===== config.mk =====
export PLATFORM = sky130hd
export DESIGN_NAME = urxrb_ctrl
export DESIGN_NICKNAME = d
export VERILOG_FILES = /design/src/rtl/urxrb_pkg.sv /design/src/rtl/urxrb_ctrl.sv
export VERILOG_INCLUDE_DIRS = /design/src /design/src/rtl
export SDC_FILE = /design/constraint.sdc
export NUM_CORES = 1
export LEC_CHECK = 0
export BUFFER_PORTS_ARGS = -buffer_cell sky130_fd_sc_hd__clkbuf_2
export CORE_AREA = 2 2 117 119
export DETAILED_ROUTE_END_ITERATION = 10
export DIE_AREA = 0 0 119 121
export GPL_ROUTABILITY_DRIVEN = 0
export GPL_TIMING_DRIVEN = 1
export PLACE_DENSITY = 0.77
export SETUP_SLACK_MARGIN = 0.05
export SYNTH_ARGS = -nofsm -noshare
export SYNTH_HDL_FRONTEND = slang
export SYNTH_SLANG_ARGS = --single-unit
export TNS_END_PERCENT = 100

===== constraint.sdc =====
create_clock -name clk_i -period 4.65 [get_ports clk_i]
set_clock_uncertainty 0.1 [all_clocks]
set_input_delay 0.2325 -clock clk_i [delete_from_list [all_inputs] [get_ports clk_i]]
set_output_delay 0.2325 -clock clk_i [all_outputs]
set_load 0.005 [all_outputs]

===== src/rtl/assert_macros.svh =====
// Assertion macros used by the UART receive ring buffer controller.
`ifndef ASSERT_MACROS_SVH
`define ASSERT_MACROS_SVH
`ifndef SYNTH
// Checked on every clock edge outside reset.
`define URXRB_ASSERT(lbl, prop) \
  lbl: assert property (@(posedge clk_i) disable iff (!rst_ni) prop) \
    else $error("urxrb assertion failed");
// Checked on every clock edge, reset included.
`define URXRB_ASSERT_RST(lbl, prop) \
  lbl: assert property (@(posedge clk_i) prop) \
    else $error("urxrb reset assertion failed");
`else
`define URXRB_ASSERT(lbl, prop)
`define URXRB_ASSERT_RST(lbl, prop)
`endif
`endif


===== src/rtl/urxrb_pkg.sv =====
// Package: types, codes and defaults of the UART receive ring buffer.
`timescale 1ns / 1ps
package urxrb_pkg;

  // Parameter defaults
  localparam int DefDepthLog2 = 10;
  localparam int DefMaxBurst  = 64;

  // Fixed field widths
  localparam int CntW     = 16;
  localparam int CfgIdxW  = 2;
  localparam int CfgDataW = 4;

  // Operation codes
  localparam logic [1:0] OpRx    = 2'd0;
  localparam logic [1:0] OpRead  = 2'd1;
  localparam logic [1:0] OpFlush = 2'd2;

  // Configuration register indexes
  localparam logic [CfgIdxW-1:0] CfgRxEnabled = 2'd0;
  localparam logic [CfgIdxW-1:0] CfgRingLog2  = 2'd1;
  localparam logic [CfgDataW-1:0] RingLog2Reset = 4'd10;

  // Latched error codes
  localparam logic [1:0] ErrNone    = 2'd0;
  localparam logic [1:0] ErrFrame   = 2'd1;
  localparam logic [1:0] ErrOverrun = 2'd2;
  localparam logic [1:0] ErrParity  = 2'd3;

  // Result status codes
  localparam logic [2:0] StatOverflow = 3'd4;
  localparam logic [2:0] StatUninit   = 3'd5;

  // Configuration seen by the controller
  typedef struct packed {
    logic            enabled;
    logic            clear;
    logic [CntW-1:0] ring_len;
  } cfg_t;

endpackage


===== src/rtl/urxrb_ctrl.sv =====
// Controller: ring counters, error latch, read bursts and the output register.
`timescale 1ns / 1ps
`include "assert_macros.svh"
module urxrb_ctrl import urxrb_pkg::*; #(
  parameter int DepthLog2 = DefDepthLog2,
  parameter int MaxBurst  = DefMaxBurst
) (
  input  logic                 clk_i,
  input  logic                 rst_ni,
  input  cfg_t                 cfg_i,
  input  logic                 in_valid_i,
  output logic                 in_ready_o,
  input  logic [1:0]           operation_i,
  input  logic [7:0]           rx_byte_i,
  input  logic                 frame_error_i,
  input  logic                 overrun_error_i,
  input  logic                 parity_error_i,
  input  logic [6:0]           max_bytes_i,
  output logic                 mem_we_o,
  output logic [DepthLog2-1:0] mem_waddr_o,
  output logic [7:0]           mem_wdata_o,
  output logic                 mem_re_o,
  output logic [DepthLog2-1:0] mem_raddr_o,
  input  logic [7:0]           mem_rdata_i,
  output logic                 out_valid_o,
  input  logic                 out_ready_i,
  output logic [7:0]           data_byte_o,
  output logic                 data_valid_o,
  output logic                 last_o,
  output logic [2:0]           status_o,
  output logic [CntW-1:0]      available_o
);

  localparam int BurstW = $clog2(MaxBurst + 1);

  localparam logic [1:0] StIdle   = 2'd0;
  localparam logic [1:0] StSingle = 2'd1;
  localparam logic [1:0] StBurst  = 2'd2;

  logic [1:0]        state_q, state_d;
  logic [CntW-1:0]   wr_cnt_q, wr_cnt_d;
  logic [CntW-1:0]   rd_cnt_q, rd_cnt_d;
  logic [1:0]        err_q, err_d;
  logic [2:0]        stat_q, stat_d;
  logic [CntW-1:0]   avail_q, avail_d;
  logic [BurstW-1:0] left_q, left_d;

  logic              out_valid_q, out_valid_d;
  logic [7:0]        out_data_q, out_data_d;
  logic              out_dv_q, out_dv_d;
  logic              out_last_q, out_last_d;
  logic [2:0]        out_stat_q, out_stat_d;
  logic [CntW-1:0]   out_avail_q, out_avail_d;

  logic              in_xfer, out_free;
  logic [CntW-1:0]   mask, occupancy;
  logic [6:0]        cap;
  logic [BurstW-1:0] burst_n;

  assign in_ready_o = (state_q == StIdle);
  assign in_xfer    = in_valid_i && in_ready_o;
  assign out_free   = !out_valid_q || out_ready_i;

  // occupancy and burst length of a read request
  assign mask      = cfg_i.ring_len - CntW'(1);
  assign occupancy = wr_cnt_q - rd_cnt_q;
  assign cap       = (max_bytes_i > 7'(MaxBurst)) ? 7'(MaxBurst) : max_bytes_i;
  assign burst_n   = (occupancy < CntW'(cap)) ? BurstW'(occupancy) : BurstW'(cap);

  // memory ports
  assign mem_waddr_o = wr_cnt_q[DepthLog2-1:0] & mask[DepthLog2-1:0];
  assign mem_raddr_o = rd_cnt_q[DepthLog2-1:0] & mask[DepthLog2-1:0];
  assign mem_wdata_o = rx_byte_i;

  // next state
  always_comb begin
    state_d     = state_q;
    wr_cnt_d    = wr_cnt_q;
    rd_cnt_d    = rd_cnt_q;
    err_d       = err_q;
    stat_d      = stat_q;
    avail_d     = avail_q;
    left_d      = left_q;
    out_valid_d = out_valid_q && !out_ready_i;
    out_data_d  = out_data_q;
    out_dv_d    = out_dv_q;
    out_last_d  = out_last_q;
    out_stat_d  = out_stat_q;
    out_avail_d = out_avail_q;
    mem_we_o    = 1'b0;
    mem_re_o    = 1'b0;

    unique case (state_q)
      StIdle: begin
        if (in_xfer) begin
          unique case (operation_i)
            OpRx: begin
              if (cfg_i.enabled) begin
                mem_we_o = 1'b1;
                wr_cnt_d = wr_cnt_q + CntW'(1);
                if (frame_error_i) begin
                  err_d = ErrFrame;
                end else if (overrun_error_i) begin
                  err_d = ErrOverrun;
                end else if (parity_error_i) begin
                  err_d = ErrParity;
                end else begin
                  err_d = ErrNone;
                end
              end
            end
            OpRead: begin
              if (!cfg_i.enabled) begin
                stat_d  = StatUninit;
                avail_d = '0;
                state_d = StSingle;
              end else if (occupancy > cfg_i.ring_len) begin
                wr_cnt_d = '0;
                rd_cnt_d = '0;
                err_d    = ErrNone;
                stat_d   = StatOverflow;
                avail_d  = occupancy;
                state_d  = StSingle;
              end else begin
                err_d   = ErrNone;
                stat_d  = {1'b0, err_q};
                avail_d = occupancy;
                if (burst_n == '0) begin
                  state_d = StSingle;
                end else begin
                  // first byte read issued along with the transfer
                  mem_re_o = 1'b1;
                  rd_cnt_d = rd_cnt_q + CntW'(1);
                  left_d   = burst_n;
                  state_d  = StBurst;
                end
              end
            end
            OpFlush: begin
              rd_cnt_d = wr_cnt_q;
            end
            default: begin
            end
          endcase
        end
      end
      StSingle: begin
        if (out_free) begin
          out_valid_d = 1'b1;
          out_data_d  = '0;
          out_dv_d    = 1'b0;
          out_last_d  = 1'b1;
          out_stat_d  = stat_q;
          out_avail_d = avail_q;
          state_d     = StIdle;
        end
      end
      StBurst: begin
        if (out_free) begin
          out_valid_d = 1'b1;
          out_data_d  = mem_rdata_i;
          out_dv_d    = 1'b1;
          out_last_d  = (left_q == BurstW'(1));
          out_stat_d  = stat_q;
          out_avail_d = avail_q;
          left_d      = left_q - BurstW'(1);
          if (left_q == BurstW'(1)) begin
            state_d = StIdle;
          end else begin
            mem_re_o = 1'b1;
            rd_cnt_d = rd_cnt_q + CntW'(1);
          end
        end
      end
      default: begin
        state_d = StIdle;
      end
    endcase

    // register write resets the ring
    if (cfg_i.clear) begin
      wr_cnt_d = '0;
      rd_cnt_d = '0;
      err_d    = ErrNone;
    end
  end

  // control registers
  always_ff @(posedge clk_i or negedge rst_ni) begin
    if (!rst_ni) begin
      state_q     <= StIdle;
      wr_cnt_q    <= '0;
      rd_cnt_q    <= '0;
      err_q       <= ErrNone;
      left_q      <= '0;
      out_valid_q <= 1'b0;
    end else begin
      state_q     <= state_d;
      wr_cnt_q    <= wr_cnt_d;
      rd_cnt_q    <= rd_cnt_d;
      err_q       <= err_d;
      left_q      <= left_d;
      out_valid_q <= out_valid_d;
    end
  end

  // payload registers
  always_ff @(posedge clk_i) begin
    stat_q      <= stat_d;
    avail_q     <= avail_d;
    out_data_q  <= out_data_d;
    out_dv_q    <= out_dv_d;
    out_last_q  <= out_last_d;
    out_stat_q  <= out_stat_d;
    out_avail_q <= out_avail_d;
  end

  assign out_valid_o  = out_valid_q;
  assign data_byte_o  = out_data_q;
  assign data_valid_o = out_dv_q;
  assign last_o       = out_last_q;
  assign status_o     = out_stat_q;
  assign available_o  = out_avail_q;

  // checks
  `URXRB_ASSERT_RST(a_reset_idle, !rst_ni |=> state_q == StIdle)
  `URXRB_ASSERT(a_burst_left, state_q == StBurst |-> left_q != '0)
  `URXRB_ASSERT(a_burst_read,
    state_q == StBurst && $past(state_q) == StIdle |-> $past(mem_re_o))
  `URXRB_ASSERT(a_burst_end,
    state_q == StBurst && out_free && left_q == BurstW'(1)
      |=> state_q == StIdle && out_valid_q && out_last_q)
  `URXRB_ASSERT(a_data_stat,
    out_valid_q && out_dv_q |-> out_stat_q != StatOverflow && out_stat_q != StatUninit)

endmodule


==> out/results.ini <==
[logic_synthesis]
synth_area_mm2=0.006719
ys_ff_latch=92
synth_fp_nets=832
synth.area.top_cells=edfxtp_1 (21%), dfrtp_1 (16%), ha_1 (8.6%)
synth-seq-area-share_pct=37.84
synth-edff-count=48
yosysWarnings=0
syn_inst=735
synthArstFlopShare_pct=47.83
synth_flop_cell=edfxtp_1
syn_area_per_cell_um2=9.141
synth_cell_types=84
synth_top_area_share_pct=21.45
yosysTopAreaCell=edfxtp_1

[outcome]
status=finished with violations
violations=setup timing

[routing]
first_pass_iters=5
wirelength_um=21420
wl_per_cell_um=19.56
via_per_inst=6.120
drc=0
dr_total_vias=6701
dr.first_iter.drc_count=646
antenna_left=0

[hold_path]
hold_class=in -> reg

[timing]
min_period_ns=4.821
slew_headroom_pct=31.73
finalHoldViolations=0
slew_viol_final=0
rsz0062_at_grt=true
tightestPinTransition_ns=1.016
setup_viol=38
holdWs_ns=0.05605
min_period_over_period_pct=103.7
postLayoutSetupSlackWorst_ns=-0.1715
fmax_mhz=207.4

[die]
core_mm2=0.01309
die-area_mm2=0.01440
rows=42
fp.dieW_um=119
start_util_pct=51.35
die_h_um=121
ioPinCount=111

[job]
maxCapViolCount=0

[critical_path]
endpoint_kind=register
critPathRequiredTime_ns=4.80
cp_max_fo=6
cp.arrival_ns=4.97
critPathLaunchType=register
worstSetupPathType=reg -> reg

[place]
placedCellCount=1046
dpl_worst_slack_ns=-0.09544
hpwl_um=14850
port_buffers=94

[cells_and_area]
final_cells=1095
final_common_cell=clkbuf_2
n_antenna_cell=0
final_nets=1011
area_delta_synth_final_pct=34.36
drive_gt1_share_pct=33.51
layout_common_cells=clkbuf_2 (93), buf_4 (90), nand2_1 (62), nor2_1 (60), inv_1 (53)

[clock_network]
clk_pin_slew_ns=0.07
cts_max_level=3
tritoncts=done
clk_latency_ns=0.36
cts_buffers=9
cts_buffer_depth=2
clkSinkCount=92
root_buffer=clkbuf_16

[global_route]
grt-ovfl-total=0
grt_pass1_vias=6351
grt_use_total_pct=29.28
antenna_found_initial=0
grt_pass1_wl_um=33100
grt_max_degree=45

[power_and_ir_drop]
p_leak_uw=0.003860
p_per_area_mw_per_mm2=484.9
peakVddDrop_uv=210.2

[registers in the layout, summed over array words and instances (netlist names), 2 cells and up]
register	cells
avail_q	16
available_o	16
data_byte_o	8
err_q	2
left_q	7
rd_cnt_q	16
stat_q	3
state_q	2
status_o	3
wr_cnt_q	16
[cells by family after synthesis]
logic type | share of synthesized area [%]
and+or+nand+nor | 22.70
AOI/OAI and AO/OA | 21.36
buffers and inverters | 6.089
DFF | 37.84
adders and majority gates | 9.032
xor gates and xnor gates | 2.682
muxes | 0.2980
[cell usage after synthesis (all sizes together) (12+ instances only)]
master,count
a21oi,29
nand3,37
o32ai,12
dfrtp,44
nor2,61
o21ai,27
and2,31
clkbuf,20
nand2,69
nor3,15
xnor2,12
a31oi,20
inv,61
ha,46
buf,14
edfxtp,48
a22oi,20
nor2b,15
[critical path: stages (launching register included)]
cell and delay [ns]:
dfrtp_1 0.40, inv_2 0.09, ha_4 0.13, inv_2 0.03, fa_2 0.34, a21o_1 0.21, a31o_4 0.23, a21bo_4 0.23
a21oi_4 0.14, xor2_2 0.19, inv_2 0.06, ha_4 0.27, nand2_4 0.05, nor2_4 0.11, nand3_2 0.10, or4_4 0.46
buf_6 0.14, o41ai_4 0.37, o311ai_4 0.21, o41ai_4 0.32, buf_4 0.23, a21oi_2 0.06, o221a_1 0.21
[final cells by class]
cell class                      count  area [µm²]
Clock buffer                        9       225.2
Clock inverter                      7       121.4
Fill cell                         978        4058
Inverter                           63       236.5
Multi-Input combinational cell    546        4289
Sequential cell                    92        2542
Tap cell                          176       220.2
Timing Repair Buffer              202        1393
[stage by stage]
stage	TNS [ns]	util (%)	cell area (µm²)	power (µW)
5_1_grt	-8.605	68.99	9027	4609
2_1_floorplan	-0.07368	-	6798	2354
6_report	-3.031	68.99	9027	4378
4_1_cts	-0.5059	65.91	8625	4136
3_5_place_dp	-0.4730	60.37	7900	3045
3_3_place_gp	0	60.37	7900	3011
[path summary, 6_finish.rpt]
| check | slack [ns] | end | startpoint | cells after the start |
|---|---|---|---|---|
| max in group asynchronous | 3.62 | wr_cnt_q[15] | rst_ni | 3 |
| setup / recovery | -0.17 | left_q[3] | wr_cnt_q[0] | 22 |
| hold / removal | 0.06 | data_byte_o[3] | mem_rdata_i[3] | 2 |
| setup reg to reg | -0.17 | left_q[3] | wr_cnt_q[0] | 22 |
| hold reg to reg | 0.32 | available_o[12] | avail_q[12] | 0 |
| min in group asynchronous | 0.41 | wr_cnt_q[3] | rst_ni | 3 |
[per-layer routing]
layer  vias up  GRT usage (%)  part of all wire (%)  wire, µm
li1       3094              -                     -         -
met1      3185          38.58                    41      8835
met2       363          48.64                    48     10260
met3        59          4.511                   7.6      1630
met4         0          11.46                   3.2       690
met5         -              0                     0         0
[repair_timing]
action | in CTS | in global routing
setup endpoints to repair | 31 | 45
pin swaps | 26 | 34
hold buffers | 2 | 0
cloned | 2 | 0
hold endpoints to repair | 45 | 0
setup buffers | 18 | 12
resized for setup | 38 | 57
[where the power goes]
part           internal (µW)  total, µW  switching (µW)  leakage (µW)
Combinational           1080       2370            1300       0.00264
Clock                    529        860             331      0.000170
Sequential              1080       1150            66.1       0.00105
No activity file was read; power rests on OpenSTA's default activity.
